[config.mk]
export PLATFORM = sky130hd
export DESIGN_NAME = pbo_mul
export DESIGN_NICKNAME = d
export VERILOG_FILES = /design/src/hdl/pbo_pkg.sv /design/src/hdl/pbo_mul.sv
export SDC_FILE = /design/constraint.sdc
export NUM_CORES = 2
export LEC_CHECK = 0
export BUFFER_PORTS_ARGS = -buffer_cell sky130_fd_sc_hd__buf_2
export CORE_MARGIN = 1
export CORE_UTILIZATION = 50
export CTS_CLUSTER_DIAMETER = 120
export DETAILED_ROUTE_END_ITERATION = 7
export PLACE_DENSITY = 0.66
export SYNTH_ARGS = -nofsm -noshare
export SYNTH_HDL_FRONTEND = slang
export SYNTH_SLANG_ARGS = --single-unit
[constraint.sdc]
create_clock -name clk -period 24.8 [get_ports clk]
set_clock_uncertainty 0.1 [all_clocks]
set_input_delay 1.24 -clock clk [delete_from_list [all_inputs] [get_ports clk]]
set_output_delay 1.24 -clock clk [all_outputs]
set_load 0.01 [all_outputs]
[src/hdl/pbo_pkg.sv]
// Shared constants for the band-limited oscillator: default sizes, waveform
// codes, fixed-point scale, sine polynomial coefficients and multiplier widths.
// No dependencies.
package pbo_pkg;

	// Default sizes
	localparam int DEF_PHASE_BITS     = 32;
	localparam int DEF_SINE_ADDR_BITS = 10;
	localparam int DEF_OUT_BITS       = 16;

	// Internal fixed-point fraction bits
	localparam int FRAC_BITS = 30;

	// Waveform codes
	localparam logic [1:0] WAVE_SINE     = 2'd0;
	localparam logic [1:0] WAVE_SAW      = 2'd1;
	localparam logic [1:0] WAVE_SQUARE   = 2'd2;
	localparam logic [1:0] WAVE_TRIANGLE = 2'd3;

	// Shared multiplier operand widths (signed)
	localparam int MUL_A_W = 33;
	localparam int MUL_B_W = 35;
	localparam int MUL_P_W = MUL_A_W + MUL_B_W;

	// Odd sine coefficients, Q30, highest order first
	localparam logic [31:0] SIN_C11 = 32'd3864;
	localparam logic [31:0] SIN_C9  = 32'd172272;
	localparam logic [31:0] SIN_C7  = 32'd5026995;
	localparam logic [31:0] SIN_C5  = 32'd85569306;
	localparam logic [31:0] SIN_C3  = 32'd693598668;
	localparam logic [31:0] SIN_C1  = 32'd1686629713;

	// Horner coefficient for step 0..4 after the C11 seed
	function automatic logic [31:0] horner_coef(input logic [2:0] idx);
		logic [31:0] c;
		case (idx)
			3'd0:    c = SIN_C9;
			3'd1:    c = SIN_C7;
			3'd2:    c = SIN_C5;
			3'd3:    c = SIN_C3;
			3'd4:    c = SIN_C1;
			default: c = SIN_C1;
		endcase
		return c;
	endfunction

endpackage

[src/hdl/pbo_mul.sv]
// Shared signed multiplier, operands and product registered.
// Uses pbo_pkg for operand widths.
module pbo_mul (
	input  logic                                clk,
	input  logic                                arst_n,
	input  logic                                go,
	input  logic signed [pbo_pkg::MUL_A_W-1:0]  a,
	input  logic signed [pbo_pkg::MUL_B_W-1:0]  b,
	output logic                                done,
	output logic signed [pbo_pkg::MUL_P_W-1:0]  prod
);

	logic                               go_s1;
	logic                               go_s2;
	logic signed [pbo_pkg::MUL_A_W-1:0] a_s1;
	logic signed [pbo_pkg::MUL_B_W-1:0] b_s1;
	logic signed [pbo_pkg::MUL_P_W-1:0] prod_s2;

	// Track the operation through the two stages
	always_ff @(posedge clk or negedge arst_n) begin
		if (!arst_n) begin
			go_s1 <= 1'b0;
			go_s2 <= 1'b0;
		end else begin
			go_s1 <= go;
			go_s2 <= go_s1;
		end
	end

	// Register operands, then the product
	always_ff @(posedge clk) begin
		if (go) begin
			a_s1 <= a;
			b_s1 <= b;
		end
		prod_s2 <= a_s1 * b_s1;
	end

	assign done = go_s2;
	assign prod = prod_s2;

endmodule

==> results.tsv <==
metric	value	unit
port_buffers	139	
synth.top_cells.by_count	fa_1 (1207), inv_1 (1138), and2_1 (587)	
ctsResizeCount	0	
fill_cells	8003	
grt_pass1_vias	33324	
yosysTopAreaCell	fa_1	
cap_violations	0	
ios	140	
cp_max_fo	33	
overflow	0	
coreArea	0.0873	mm^2
ctsHoldBuffers	0	
ys.flop_type	edfxtp_1	
syn_to_final_growth	5.17	%
r2r_start	b_s1[34]$_DFFE_PP_	
path_class	reg -> reg	
cts_sinks	138	
die-area	0.0897	mm^2
final_area	0.0466	mm^2
startpoint	b_s1[34]$_DFFE_PP_	
synth_area_leaders	fa_1 (55%), inv_1 (9.6%), and2_1 (8.3%), ha_1 (6.2%), nand2_1 (4.9%)	
worstPathArrival	9.24	ns
cts_root_buf	clkbuf_16	
worstSetupEndpointType	flip-flop	
grt_pass1_wl	186	mm
rsz0062_at_grt	false	
cp-start-kind	flip-flop	
initial_utilization	50.7	%
syn-cell-area	0.0443	mm^2
grt_max_degree	40	
multi_input_area	0.0356	mm^2
synth-seq-cells	138	
gp_congestion	0.906	
cts_buffers	17	
track_usage	27.3	%
synth_fp_nets	6046	
die_h	300	um
row_count	108	
synth_most_common_cell	fa_1	
ant_nets	0	
clk_pin_slew	0.08	ns
placed_cell_area	0.0460	mm^2
nNetsFinal	6029	
cts_tree	done	
setup_viol	0	
finalCritPeriodShare	35.8	%
min_from	go_s1$_DFF_PN0_	
routed_via_density	5.28	
h-tree-depth	4	
max_slew_margin	31.6	%
hold_path_class	reg -> reg	
hpwlAfterDp	93.2	mm
min_period	8.88	ns
worst_slew_pin_slew	1.03	ns
vias	30105	
drc	0	
synth_top_area_share	54.6	%
cp.required	25.16	ns
ys_warn_count	0	
die_w	300	um
routed_wl	116	mm
wl_per_cell	20.3	um
clkLatencyLatePin	0.52	ns
drv_slew	0	
seqCellArea	0.00345	mm^2
synth_edf_count	68	
yosysSeqAreaShare	7.80	%
final_hold_viol_count	0	
post_cts_buffers	0	
status	complete, no violations	
layout-drive-gt1-share	5.59	%
avgSynthCellArea	9.74	um^2
post_synth_inst_count	4547	
yosys.cell_types.count	67	
setup_tns	0	ns
async_reset_ff_share	1.45	%
max_freq	0.113	GHz
cts_buffer_depth	2	
antenna_found_initial	3	
drt_first_pass_iters	5	
drtIter0Drc	1834	
==> metrics by stage <==
stage	instances	hold slack, ns	worst slack, ns	utilization (%)
6_report	5700	0.256	15.92	53.3
5_1_grt	5698	0.280	15.51	53.3
4_1_cts	5698	0.259	15.92	53.3
3_5_place_dp	5666	0.244	15.96	52.7
3_3_place_gp	5666	0.238	16.01	52.7
2_1_floorplan	4547	0.231	16.49	-
==> logic make-up after synthesis <==
kind of cell	synth area share (%)
mux	0.0226
fa+ha+maj	60.8
simple gates	14.7
buf+inv	11.8
flops	7.80
compound gates	3.40
xor+xnor	1.46
==> final cells by class <==
| cell class | count | share of cell area (%) |
|---|---|---|
| clock buffers | 17 | 0.914 |
| inverters | 1138 | 9.17 |
| flip-flops and latches | 138 | 7.42 |
| well taps | 1155 | 3.10 |
| diodes | 2 | 0.0107 |
| repair buffers | 209 | 2.63 |
| clock inverters | 15 | 0.274 |
| multi-input cells | 3026 | 76.5 |
==> flip-flops by register name (all words and copies together) (netlist names) <==
name   flops
go_s1      1
a_s1      33
b_s1      35
done       1
prod      68
==> worst max-delay path, cell delays in order (launching register included) <==
cell      delay (ns)
edfxtp_1        0.33
buf_4           0.33
nand2_1         0.15
inv_1           0.15
fa_1            0.49
fa_1            0.56
fa_1            0.95
inv_1           0.14
fa_1            0.59
inv_1           0.60
fa_1            0.56
fa_1            0.50
fa_1            0.48
inv_1           0.05
fa_1            0.47
inv_1           0.04
ha_1            0.40
a21o_1          0.20
a21oi_1         0.14
o21bai_1        0.09
a21o_1          0.19
a221o_1         0.30
a31o_4          0.24
a41o_1          0.27
or4_1           0.40
nand3_1         0.09
==> metal layers <==
metal	vias to the layer above	routed length (um)	GRT usage (%)	share of wire (%)
met4	0	4650	10.6	4.0
met3	219	6900	4.65	6.0
met5	-	0	0	0
li1	12954	-	-	-
met2	971	60700	48.4	52
met1	15961	43500	33.1	38
==> final timing paths <==
check                                   end  slack, ns  cells past startpoint
setup / recovery           prod[64]$_DFF_P_      15.92                     25
hold / removal               done$_DFF_PN0_       0.26                      0
setup reg to reg           prod[64]$_DFF_P_      15.92                     25
hold reg to reg              done$_DFF_PN0_       0.26                      0
max in group asynchronous    done$_DFF_PN0_      24.11                      1
min in group asynchronous   go_s1$_DFF_PN0_       0.40                      1
==> layout by cell type (no fill, tap or decap), drive strengths merged, types with 24 or more instances in the layout <==
cell type / synthesis / routed
nor2: 50 / 50
xor2: 24 / 24
buf: 8 / 209
a21o: 41 / 41
fa: 1207 / 1207
ha: 221 / 221
inv: 1138 / 1148
edfxtp: 68 / 68
and2: 587 / 587
nand2: 581 / 581
o21ai: 31 / 31
dfxtp: 68 / 68
xnor2: 50 / 50
a21oi: 76 / 76
Power is not shown: default switching activity piles up to over one toggle a cycle in this logic, so the estimate is an artifact.
