--- config.mk ---
export PLATFORM = sky130hd
export DESIGN_NAME = pbo_div
export DESIGN_NICKNAME = d
export VERILOG_FILES = /design/src/hdl/pbo_pkg.sv /design/src/hdl/pbo_div.sv
export SDC_FILE = /design/constraint.sdc
export NUM_CORES = 1
export LEC_CHECK = 0
export BUFFER_PORTS_ARGS = -buffer_cell sky130_fd_sc_hd__buf_2
export CAP_MARGIN = 25
export CORE_UTILIZATION = 59
export CTS_BUF_LIST = sky130_fd_sc_hd__clkbuf_8
export CTS_CLUSTER_DIAMETER = 120
export DETAILED_ROUTE_END_ITERATION = 16
export PLACE_DENSITY = 0.91
export RECOVER_POWER = 50
export SYNTH_ARGS = -nofsm -noshare
export SYNTH_HDL_FRONTEND = slang
export SYNTH_SLANG_ARGS = --single-unit
--- constraint.sdc ---
create_clock -name clk -period 3.7 [get_ports clk]
set_input_delay 0 -clock clk [delete_from_list [all_inputs] [get_ports clk]]
set_output_delay 0 -clock clk [all_outputs]
set_load 0.03 [all_outputs]
--- src/hdl/pbo_pkg.sv ---
// Shared constants for the band-limited oscillator: default sizes, waveform
// codes, fixed-point scale, sine polynomial coefficients and multiplier widths.
// No dependencies.
package pbo_pkg;

	// Default sizes
	localparam int DEF_PHASE_BITS     = 32;
	localparam int DEF_SINE_ADDR_BITS = 10;
	localparam int DEF_OUT_BITS       = 16;

	// Internal fixed-point fraction bits
	localparam int FRAC_BITS = 30;

	// Waveform codes
	localparam logic [1:0] WAVE_SINE     = 2'd0;
	localparam logic [1:0] WAVE_SAW      = 2'd1;
	localparam logic [1:0] WAVE_SQUARE   = 2'd2;
	localparam logic [1:0] WAVE_TRIANGLE = 2'd3;

	// Shared multiplier operand widths (signed)
	localparam int MUL_A_W = 33;
	localparam int MUL_B_W = 35;
	localparam int MUL_P_W = MUL_A_W + MUL_B_W;

	// Odd sine coefficients, Q30, highest order first
	localparam logic [31:0] SIN_C11 = 32'd3864;
	localparam logic [31:0] SIN_C9  = 32'd172272;
	localparam logic [31:0] SIN_C7  = 32'd5026995;
	localparam logic [31:0] SIN_C5  = 32'd85569306;
	localparam logic [31:0] SIN_C3  = 32'd693598668;
	localparam logic [31:0] SIN_C1  = 32'd1686629713;

	// Horner coefficient for step 0..4 after the C11 seed
	function automatic logic [31:0] horner_coef(input logic [2:0] idx);
		logic [31:0] c;
		case (idx)
			3'd0:    c = SIN_C9;
			3'd1:    c = SIN_C7;
			3'd2:    c = SIN_C5;
			3'd3:    c = SIN_C3;
			3'd4:    c = SIN_C1;
			default: c = SIN_C1;
		endcase
		return c;
	endfunction

endpackage

--- src/hdl/pbo_div.sv ---
// Restoring fraction divider, one quotient bit per cycle.
// Gives floor(num * 2^30 / den) for num < den. Uses pbo_pkg.
module pbo_div #(
	parameter int PHASE_BITS = pbo_pkg::DEF_PHASE_BITS
) (
	input  logic                                 clk,
	input  logic                                 arst_n,
	input  logic                                 go,
	input  logic [PHASE_BITS:0]                  num,
	input  logic [PHASE_BITS:0]                  den,
	output logic                                 done,
	output logic [pbo_pkg::FRAC_BITS-1:0]        quot
);

	localparam int QW = pbo_pkg::FRAC_BITS;
	localparam int CW = $clog2(QW + 1);

	logic [PHASE_BITS+1:0] rem_q;
	logic [PHASE_BITS:0]   den_q;
	logic [QW-1:0]         quot_q;
	logic [CW-1:0]         cnt_q;
	logic                  busy_q;
	logic                  done_q;
	logic [PHASE_BITS+1:0] rem_sh;
	logic                  fits;

	// Shift the remainder and trial-subtract
	always_comb begin
		rem_sh = {rem_q[PHASE_BITS:0], 1'b0};
		fits   = rem_sh >= {1'b0, den_q};
	end

	// Control: iteration count and completion pulse
	always_ff @(posedge clk or negedge arst_n) begin
		if (!arst_n) begin
			busy_q <= 1'b0;
			done_q <= 1'b0;
			cnt_q  <= '0;
		end else begin
			done_q <= busy_q && !go && (cnt_q == CW'(QW - 1));
			if (go) begin
				busy_q <= 1'b1;
				cnt_q  <= '0;
			end else if (busy_q) begin
				cnt_q <= cnt_q + 1'b1;
				if (cnt_q == CW'(QW - 1)) begin
					busy_q <= 1'b0;
				end
			end
		end
	end

	// Datapath: remainder and quotient
	always_ff @(posedge clk) begin
		if (go) begin
			rem_q  <= {1'b0, num};
			den_q  <= den;
			quot_q <= '0;
		end else if (busy_q) begin
			rem_q  <= fits ? rem_sh - {1'b0, den_q} : rem_sh;
			quot_q <= {quot_q[QW-2:0], fits};
		end
	end

	assign done = done_q;
	assign quot = quot_q;

endmodule

==> run_results.csv, run 1 <==
group,metric,value,unit
critical_path,crit_top_cell,"a211oi_2",
logic_synthesis,ys_ff_latch,103,
cts,cts-root-buf,"clkbuf_8",
critical_path,start_kind,"register",
grt,antenna_found_initial,1,
floorplan,io_pins,100,
worst_hold_path,hold_path_end,"rem_q[28]",
grt,grt_usage,0.289,
placement,place_ws,0.496,ns
route,wl_met3,676,µm
cts,insertion_delay,0.39,ns
timing,slew_viol_final,44,
grt,grt_max_degree,67,
critical_path,r2r-start,"rem_q[6]",
cts,htree_levels,3,
logic_synthesis,synth.avg_cell_area,9.89,µm²
grt,grt_pass1_vias,5083,
critical_path,cp.required,3.78,ns
timing,fin_worst_skew,0.0154,ns
worst_hold_path,hp-class,"in2reg",
floorplan,std_cell_rows,36,
floorplan,start_util,0.606,
timing,timing.hold.ws,0.0249,ns
logic_synthesis,syn-num-nets,704,
logic_synthesis,ys.flop_type,"edfxtp_1",
logic_synthesis,synth_most_common_cell,"edfxtp_1",
timing,hold_violations,0,
logic_synthesis,synth_common_cells,"66 x edfxtp_1, 56 x nand2_1, 55 x nor2_1, 46 x inv_1, 43 x o21ai_0",
critical_path,r2r-end,"rem_q[4]",
cts,cts_tree,"built",
route,antenna_left,0,
critical_path,end_kind,"register",
route,met2_length,7180,µm
outcome,violations,"max-capacitance violations, max-slew violations",
layout,syn_to_final_growth,23.5,%
logic_synthesis,ys_seq_area_frac,0.465,
route,routed_wl,14200,µm
power,finalPower,4.92,mW
critical_path,path_max_fanout,35,
critical_path,reg2reg_depth,11,
cts,post_cts_resized,0,
power,p_leak,3.32,nW
placement,placed_cells,810,
timing,post-route-period-util,0.895,
timing,setup_viol,0,
layout,finalNonFillerCells,892,
cts,postCtsSetupBuffers,0,
layout,final_layout_size_suffix_gt1_frac,0.149,
logic_synthesis,synth_area,5930,µm²
critical_path,cp_slowest_stage_delay,0.42,ns
placement,portBuffers,99,
floorplan,coreArea,9770,µm²
worst_hold_path,worstHoldStart,"num[28]",
timing,tightestPinTransition,1.93,ns
timing,layout_min_cycle_time,3.31,ns
route,drc,0,
critical_path,critPathArrivalTime,3.39,ns
logic_synthesis,ys_warn_count,0,
cts,numClockSinks,103,
grt,grt-ovfl-total,0,
critical_path,path_cells,"ha_1, a211oi_2, o21ai_0, nand3b_1, a211oi_2, o211ai_2, a21oi_4, buf_4, nor2_1, a211oi_1, a21oi_1",
timing,tns,0,ns
timing,rsz0062_at_grt,"false",
floorplan,die_h,102,µm
grt,grt_pass1_wl,23200,µm
logic_synthesis,synth_edf_count,66,
critical_path,r2r_slack,0.39,ns
placement,dpl.hpwl,9140,µm
route,drt-vias-per-instance,5.57,
cts,clockBufferDepth,2,
cts,cts_made_buffers,9,
logic_synthesis,syn_inst,599,
route,drtPass1Iterations,5,
power,power-per-cell-area,672,nW/µm²
power,ir_drop,409,µV
route,vias,4967,
cts,cts.reportedPaths.clkPinSlew,0.11,ns
floorplan,die_x,102,µm
route,drtIter0Drc,193,
layout,final_net_count,858,
outcome,status,"finished, violations left",
layout,regArea,2760,µm²
logic_synthesis,synth_top_area_frac,0.334,
run,cap_violations,1,
critical_path,crit_slowest_cell,"edfxtp_1",
layout,multi_input_area,2870,µm²
worst_hold_path,whs_path_depth,4,
placement,place.gp.congestion,0.913,
logic_synthesis,async_flop_share,0.0680,
route,highest_layer,"met4",
route,wl_per_cell,15.9,µm
logic_synthesis,synth_cell_types,55,
timing,layout_setup_ws,0.390,ns
floorplan,die-area,10500,µm²
logic_synthesis,synth_area_leaders,"edfxtp_1 33%, dfxtp_1 10%, ha_1 7.4%, mux2i_1 5.4%, o21ai_0 3.6%",
timing,maxSlewHeadroom,-0.288,
layout,fill_cells,688,
timing,fmax,0.302,GHz
cts,holdBufCountCts,65,
route,wl_met1,5970,µm
logic_synthesis,yosysTopAreaCell,"edfxtp_1",
critical_path,crit_type,"reg2reg",
[sequential cells by signal (all words and copies together), names as in the netlist]
name / count
busy_q: 1
cnt_q: 5
quot: 30
done: 1
rem_q: 33
den_q: 33
[how the worst max path moves through the flow]
stage / from / to / slack [ns]
floorplan: rem_q[7] / rem_q[11] / 0.88
global placement: rem_q[6] / rem_q[2] / 0.66
detailed placement: rem_q[7] / rem_q[3] / 0.50
CTS: rem_q[7] / rem_q[4] / 0.44
global route: rem_q[6] / rem_q[4] / 0.15
finish: rem_q[6] / rem_q[4] / 0.39
[layer usage]
metal	up-vias	GRT usage
met4	0	0.138
li1	2439	-
met3	29	0.0670
met1	2353	0.327
met5	-	0
met2	146	0.514
[worst max-delay path, delay by kind of cell (launching register included)]
kind / cells / cell delay [ns]
adders and majority gates: 1 / 0.40
AOI/OAI and AO/OA: 7 / 1.49
DFF: 1 / 0.42
buffers and inverters: 1 / 0.34
and+or+nand+nor: 2 / 0.33
[per-stage QoR]
stage,area (µm²),utilization
floorplan,5930,-
global placement,6510,0.666
detailed placement,6510,0.666
CTS,7360,0.753
global route,7320,0.749
finish,7320,0.749
[kinds of logic after synthesis]
family          Yosys count  share of synthesized area
simple gates            167                      0.129
compound gates          145                      0.156
flops                   103                      0.465
buf+inv                  73                     0.0498
mux                      44                     0.0768
fa+ha+maj                36                     0.0773
xor+xnor                 31                     0.0458
[area by class of cell]
class | instances | area share
well taps | 133 | 0.0227
multi-input cells | 423 | 0.393
diodes | 1 | 0.000342
flip-flops and latches | 103 | 0.377
clock inverters | 7 | 0.0106
inverters | 47 | 0.0241
clock buffers | 9 | 0.0169
repair buffers | 169 | 0.156
[cell usage in the layout, fill, tap and decap left out, drive strengths merged, types with 4 or more instances in the layout]
cell type	n
nand3	10
dfrtp	7
a31oi	7
xnor2	16
nand2b	6
dfxtp	30
o211ai	5
xor2	15
inv	51
nor3b	4
clkbuf	42
buf	71
ha	35
mux2i	32
nor3	9
dlygate4sd3	65
o21ai	43
nand4	5
a21o	17
edfxtp	66
and3	5
o21a	9
nor2	55
a211oi	9
nand2	56
a21oi	38
mux2	12
[where the power goes]
group | internal (mW) | total [mW] | switching [mW]
combinational | 1.10 | 2.52 | 1.42
clock | 0.323 | 0.744 | 0.421
sequential | 1.52 | 1.66 | 0.140
total | 2.94 | 4.92 | 1.98
No activity file was read; power rests on OpenSTA's default activity.
==> inputs of run 2 (changes only) <==
--- a/config.mk
+++ b/config.mk
@@ -11,7 +11,8 @@
 export CTS_BUF_LIST = sky130_fd_sc_hd__clkbuf_8
 export CTS_CLUSTER_DIAMETER = 120
 export DETAILED_ROUTE_END_ITERATION = 16
-export PLACE_DENSITY = 0.91
+export GPL_ROUTABILITY_DRIVEN = 0
+export PLACE_DENSITY = 0.83
 export RECOVER_POWER = 50
 export SYNTH_ARGS = -nofsm -noshare
 export SYNTH_HDL_FRONTEND = slang
==> run_results.csv, run 2 (same netlist as run 1, synthesis figures left out) <==
group,metric,value,unit
outcome,status,"finished, violations left",
outcome,violations,"max-capacitance violations, max-slew violations",
floorplan,std_cell_rows,36,
cts,htree_levels,3,
placement,portBuffers,99,
critical_path,cp.required,3.76,ns
power,finalPower,4.82,mW
floorplan,die_x,102,µm
critical_path,crit_type,"reg2reg",
floorplan,die-area,10500,µm²
timing,slew_viol_final,35,
grt,grt_pass1_vias,4955,
grt,grt_max_degree,76,
route,drtIter0Drc,207,
placement,placed_cells,809,
route,drt-vias-per-instance,5.61,
timing,setup_viol,0,
cts,cts-root-buf,"clkbuf_8",
power,ir_drop,389,µV
timing,post-route-period-util,0.873,
timing,layout_min_cycle_time,3.23,ns
route,vias,5002,
timing,maxSlewHeadroom,-0.226,
route,drc,0,
layout,finalNonFillerCells,891,
timing,tightestPinTransition,1.84,ns
grt,grt_usage,0.284,
cts,cts_made_buffers,9,
critical_path,end_kind,"register",
timing,rsz0062_at_grt,"false",
power,p_leak,3.31,nW
cts,numClockSinks,103,
cts,clockBufferDepth,2,
layout,final_cell_mix,"67 x buf_2, 66 x edfxtp_1, 66 x dlygate4sd3_1, 56 x nand2_1, 55 x nor2_1",
worst_hold_path,hp-class,"in2reg",
layout,syn_to_final_growth,23.3,%
cts,insertion_delay,0.39,ns
timing,tns,0,ns
layout,final_layout_size_suffix_gt1_frac,0.145,
timing,hold_violations,0,
critical_path,start_kind,"register",
route,routed_wl,13900,µm
route,wl_per_cell,15.6,µm
placement,dpl.hpwl,8840,µm
timing,fin_worst_skew,0.0178,ns
floorplan,coreArea,9770,µm²
floorplan,io_pins,100,
layout,final_common_cell,"buf_2",
run,cap_violations,1,
power,power-per-cell-area,660,nW/µm²
layout,final_net_count,858,
timing,fmax,0.310,GHz
critical_path,critPathArrivalTime,3.29,ns
grt,antenna_found_initial,0,
route,antenna_left,0,
critical_path,r2r_slack,0.47,ns
cts,cts.reportedPaths.clkPinSlew,0.10,ns
floorplan,die_h,102,µm
cts,cts_tree,"built",
floorplan,start_util,0.606,
layout,n_antenna_cell,0,
grt,grt-ovfl-total,0,
layout,final_core_util,0.747,
grt,grt_pass1_wl,22800,µm
route,drtPass1Iterations,5,
critical_path,path_max_fanout,63,
==> run 2: cell count changes in the layout (fill, tap and decap cells not counted) <==
| cell | delta |
|---|---|
| buf_4 | -1 |
| clkinv_1 | +1 |
| inv_8 | -1 |
| clkinv_4 | +2 |
| diode_2 | -1 |
| clkinv_2 | -1 |
| buf_12 | +1 |
| clkbuf_2 | -1 |
| dlygate4sd3_1 | +1 |
| inv_1 | +1 |
| bufinv_16 | -1 |
| inv_6 | -1 |
==> run 2: critical path, stage by stage, from the launching register on <==
cell	delay [ns]
edfxtp_1	0.43
ha_1	0.39
a211oi_2	0.28
o21ai_0	0.13
nand3b_1	0.24
a211oi_2	0.37
o211ai_2	0.18
a21oi_4	0.18
buf_12	0.28
nor2_1	0.10
a211oi_1	0.24
a21oi_1	0.08
==> run 2: where the power goes <==
part           internal (mW)  switching (mW)  total (mW)
clock network          0.246           0.396       0.642
registers               1.52           0.139        1.66
logic                   1.11            1.41        2.52
==> run 2: repair_timing <==
action	4_1_cts	5_1_grt
hold buffers	66	0
endpoints found under the hold margin	71	0
buffers inserted	0	0
gates resized for setup	0	0
==> run 2: metal layers <==
| layer | wire length (µm) | global-route usage | part of all wire |
|---|---|---|---|
| met5 | 0 | 0 | 0 |
| met4 | 354 | 0.123 | 0.026 |
| met3 | 870 | 0.0834 | 0.063 |
| met2 | 6750 | 0.483 | 0.49 |
| met1 | 5880 | 0.335 | 0.42 |
==> run 2: final timing paths <==
kind | start | cells past startpoint | endpoint
max | rem_q[6] | 11 | rem_q[4]
min | num[31] | 3 | rem_q[31]
max reg2reg | rem_q[6] | 11 | rem_q[4]
min reg2reg | quot[0] | 2 | quot[0]
max in group asynchronous | arst_n | 3 | busy_q
min in group asynchronous | arst_n | 3 | cnt_q[4]
==> run 2: layout make-up <==
class | count | area (µm²)
multi-input cells | 423 | 2870
flip-flops and latches | 103 | 2760
fillers | 688 | 2470
repair buffers | 169 | 1160
inverters | 47 | 176
well taps | 133 | 166
clock buffers | 9 | 124
clock inverters | 7 | 47.5
==> run 2: per-stage QoR <==
stage	hold WS, ns	instance area (µm²)	setup slack [ns]
6_report	0.0688	7310	0.471
2_1_floorplan	-0.296	5930	0.876
5_1_grt	0.0539	7310	0.258
3_5_place_dp	-0.160	6520	0.574
3_3_place_gp	-0.160	6520	0.700
4_1_cts	0.00981	7350	0.566
==> inputs of run 3 (changes only) <==
--- a/config.mk
+++ b/config.mk
@@ -7,12 +7,12 @@
 export LEC_CHECK = 0
 export BUFFER_PORTS_ARGS = -buffer_cell sky130_fd_sc_hd__buf_2
 export CAP_MARGIN = 25
-export CORE_UTILIZATION = 59
+export CORE_UTILIZATION = 55
 export CTS_BUF_LIST = sky130_fd_sc_hd__clkbuf_8
 export CTS_CLUSTER_DIAMETER = 120
 export DETAILED_ROUTE_END_ITERATION = 16
 export GPL_ROUTABILITY_DRIVEN = 0
-export PLACE_DENSITY = 0.83
+export PLACE_DENSITY = 0.78
 export RECOVER_POWER = 50
 export SYNTH_ARGS = -nofsm -noshare
 export SYNTH_HDL_FRONTEND = slang
==> constraint.sdc (replaced) <==
create_clock -name clk -period 3.25 [get_ports clk]
set_input_delay 0 -clock clk [delete_from_list [all_inputs] [get_ports clk]]
set_output_delay 0 -clock clk [all_outputs]
set_load 0.03 [all_outputs]
==> run_results.csv, run 3 (same netlist as run 1, synthesis figures left out) <==
group,metric,value,unit
critical_path,r2r-end,"rem_q[32]",
cts,numClockSinks,103,
cts,post_cts_resized,0,
grt,antenna_found_initial,0,
outcome,status,"finished, violations left",
layout,final_core_util,0.710,
timing,post-route-period-util,0.935,
placement,portBuffers,99,
placement,place_ws,0.235,ns
timing,fmax,0.329,GHz
worst_hold_path,whs_path_depth,3,
layout,syn_to_final_growth,24.3,%
critical_path,cp.required,3.52,ns
route,routed_wl,13400,µm
grt,grt_pass1_vias,4813,
timing,tns,0,ns
outcome,violations,"max-capacitance violations, max-slew violations",
floorplan,start_util,0.572,
grt,grt_max_degree,72,
worst_hold_path,worstHoldStart,"num[25]",
floorplan,io_pins,100,
critical_path,end_kind,"register",
route,antenna_left,0,
grt,grt-ovfl-total,0,
critical_path,cp_slowest_stage_delay,0.41,ns
critical_path,start_kind,"register",
route,drc,0,
route,drtPass1Iterations,5,
timing,layout_min_cycle_time,3.04,ns
timing,tightestPinTransition,1.75,ns
timing,slew_viol_final,39,
critical_path,r2r_slack,0.21,ns
route,drtIter0Drc,193,
route,vias,4893,
critical_path,reg2reg_depth,11,
floorplan,coreArea,10400,µm²
placement,placed_cells,815,
floorplan,die_h,106,µm
critical_path,crit_type,"reg2reg",
power,ir_drop,432,µV
critical_path,path_cells,"ha_1, and3_4, and2_4, o31a_1, a211oi_2, buf_4, o21ba_2, o21ai_0, a21oi_1, mux2_2, nor2_1",
floorplan,die-area,11200,µm²
timing,rsz0062_at_grt,"false",
route,wl_per_cell,15.0,µm
power,power-per-cell-area,762,nW/µm²
timing,maxSlewHeadroom,-0.169,
layout,finalNonFillerCells,897,
timing,hold_violations,0,
critical_path,crit_slowest_cell,"edfxtp_1",
worst_hold_path,hp-class,"in2reg",
cts,cts-root-buf,"clkbuf_8",
cts,insertion_delay,0.40,ns
cts,htree_levels,3,
grt,grt_pass1_wl,22200,µm
grt,grt_usage,0.250,
layout,final_layout_size_suffix_gt1_frac,0.150,
cts,cts_made_buffers,9,
cts,clockBufferDepth,2,
placement,dpl.hpwl,9040,µm
critical_path,r2r-start,"rem_q[7]",
floorplan,std_cell_rows,37,
critical_path,path_max_fanout,5,
timing,fin_worst_skew,0.0136,ns
critical_path,critPathArrivalTime,3.31,ns
route,drt-vias-per-instance,5.45,
layout,n_antenna_cell,0,
layout,final_net_count,861,
layout,fill_cells,799,
layout,final_cell_mix,"66 x edfxtp_1, 66 x dlygate4sd3_1, 66 x buf_2, 56 x nand2_1, 55 x nor2_1",
timing,layout_setup_ws,0.213,ns
cts,postCtsSetupBuffers,0,
run,cap_violations,1,
cts,cts.reportedPaths.clkPinSlew,0.11,ns
timing,setup_viol,0,
power,p_leak,3.33,nW
floorplan,die_x,106,µm
critical_path,path_buf_inv,1,
worst_hold_path,hold_path_end,"rem_q[25]",
critical_path,crit_family,"compound AO/OA/AOI/OAI gates",
cts,cts_tree,"built",
## run 3: where the power goes
group / internal (mW) / leakage (nW) / switching (mW)
Sequential: 1.73 / 1.00 / 0.156
Clock: 0.306 / 0.103 / 0.529
Combinational: 1.30 / 2.23 / 1.59
## run 3: final cells by class
| cell class | instances | area [µm²] | area share |
|---|---|---|---|
| clock buffer | 9 | 124 | 0.0168 |
| inverter | 47 | 176 | 0.0240 |
| sequential | 103 | 2760 | 0.375 |
| timing repair buffer | 172 | 1190 | 0.162 |
| clock inverter | 7 | 72.6 | 0.00985 |
| multi-input combinational | 423 | 2870 | 0.390 |
| tap | 136 | 170 | 0.0231 |
## run 3: repair_timing
action                                  4_1_cts  5_1_grt
hold buffers                                 66        0
hold endpoints to repair                     71        0
endpoints found under the setup margin        0        0
## run 3: worst register-to-register path: cells and delay by family (launching register included)
family                     cells  cell delay [ns]
and+or+nand+nor                3             0.46
buffers and inverters          1             0.17
adders and majority gates      1             0.38
AOI/OAI and AO/OA              5             1.15
DFF                            1             0.41
muxes                          1             0.35
## run 3: worst max path at each step
stage / endpoint / startpoint / cells after the start / slack (ns)
final: rem_q[32] / rem_q[7] / 11 / 0.21
after global routing: rem_q[32] / rem_q[7] / 11 / 0.01
after CTS: rem_q[32] / rem_q[7] / 11 / 0.21
after detailed placement: rem_q[32] / rem_q[7] / 11 / 0.24
after global placement: rem_q[32] / rem_q[6] / 11 / 0.29
after floorplan: rem_q[11] / rem_q[7] / 10 / 0.43
## run 3: routing by layer
| layer | GRT usage | vias to the layer above | part of all wire |
|---|---|---|---|
| met5 | 0 | - | 0 |
| met4 | 0.0754 | 0 | 0.015 |
| met3 | 0.0674 | 17 | 0.051 |
| met2 | 0.423 | 136 | 0.49 |
| met1 | 0.310 | 2293 | 0.45 |
| li1 | - | 2447 | - |
## run 3: metrics by stage
| stage | hold WS (ns) | instance area, µm² | total power, mW |
|---|---|---|---|
| finish | 0.0235 | 7370 | 5.61 |
| floorplan | -0.296 | 5930 | 4.06 |
| CTS | 0.000505 | 7410 | 5.59 |
| global placement | -0.163 | 6560 | 4.60 |
| global route | 0.00588 | 7370 | 6.01 |
| detailed placement | -0.159 | 6560 | 4.69 |
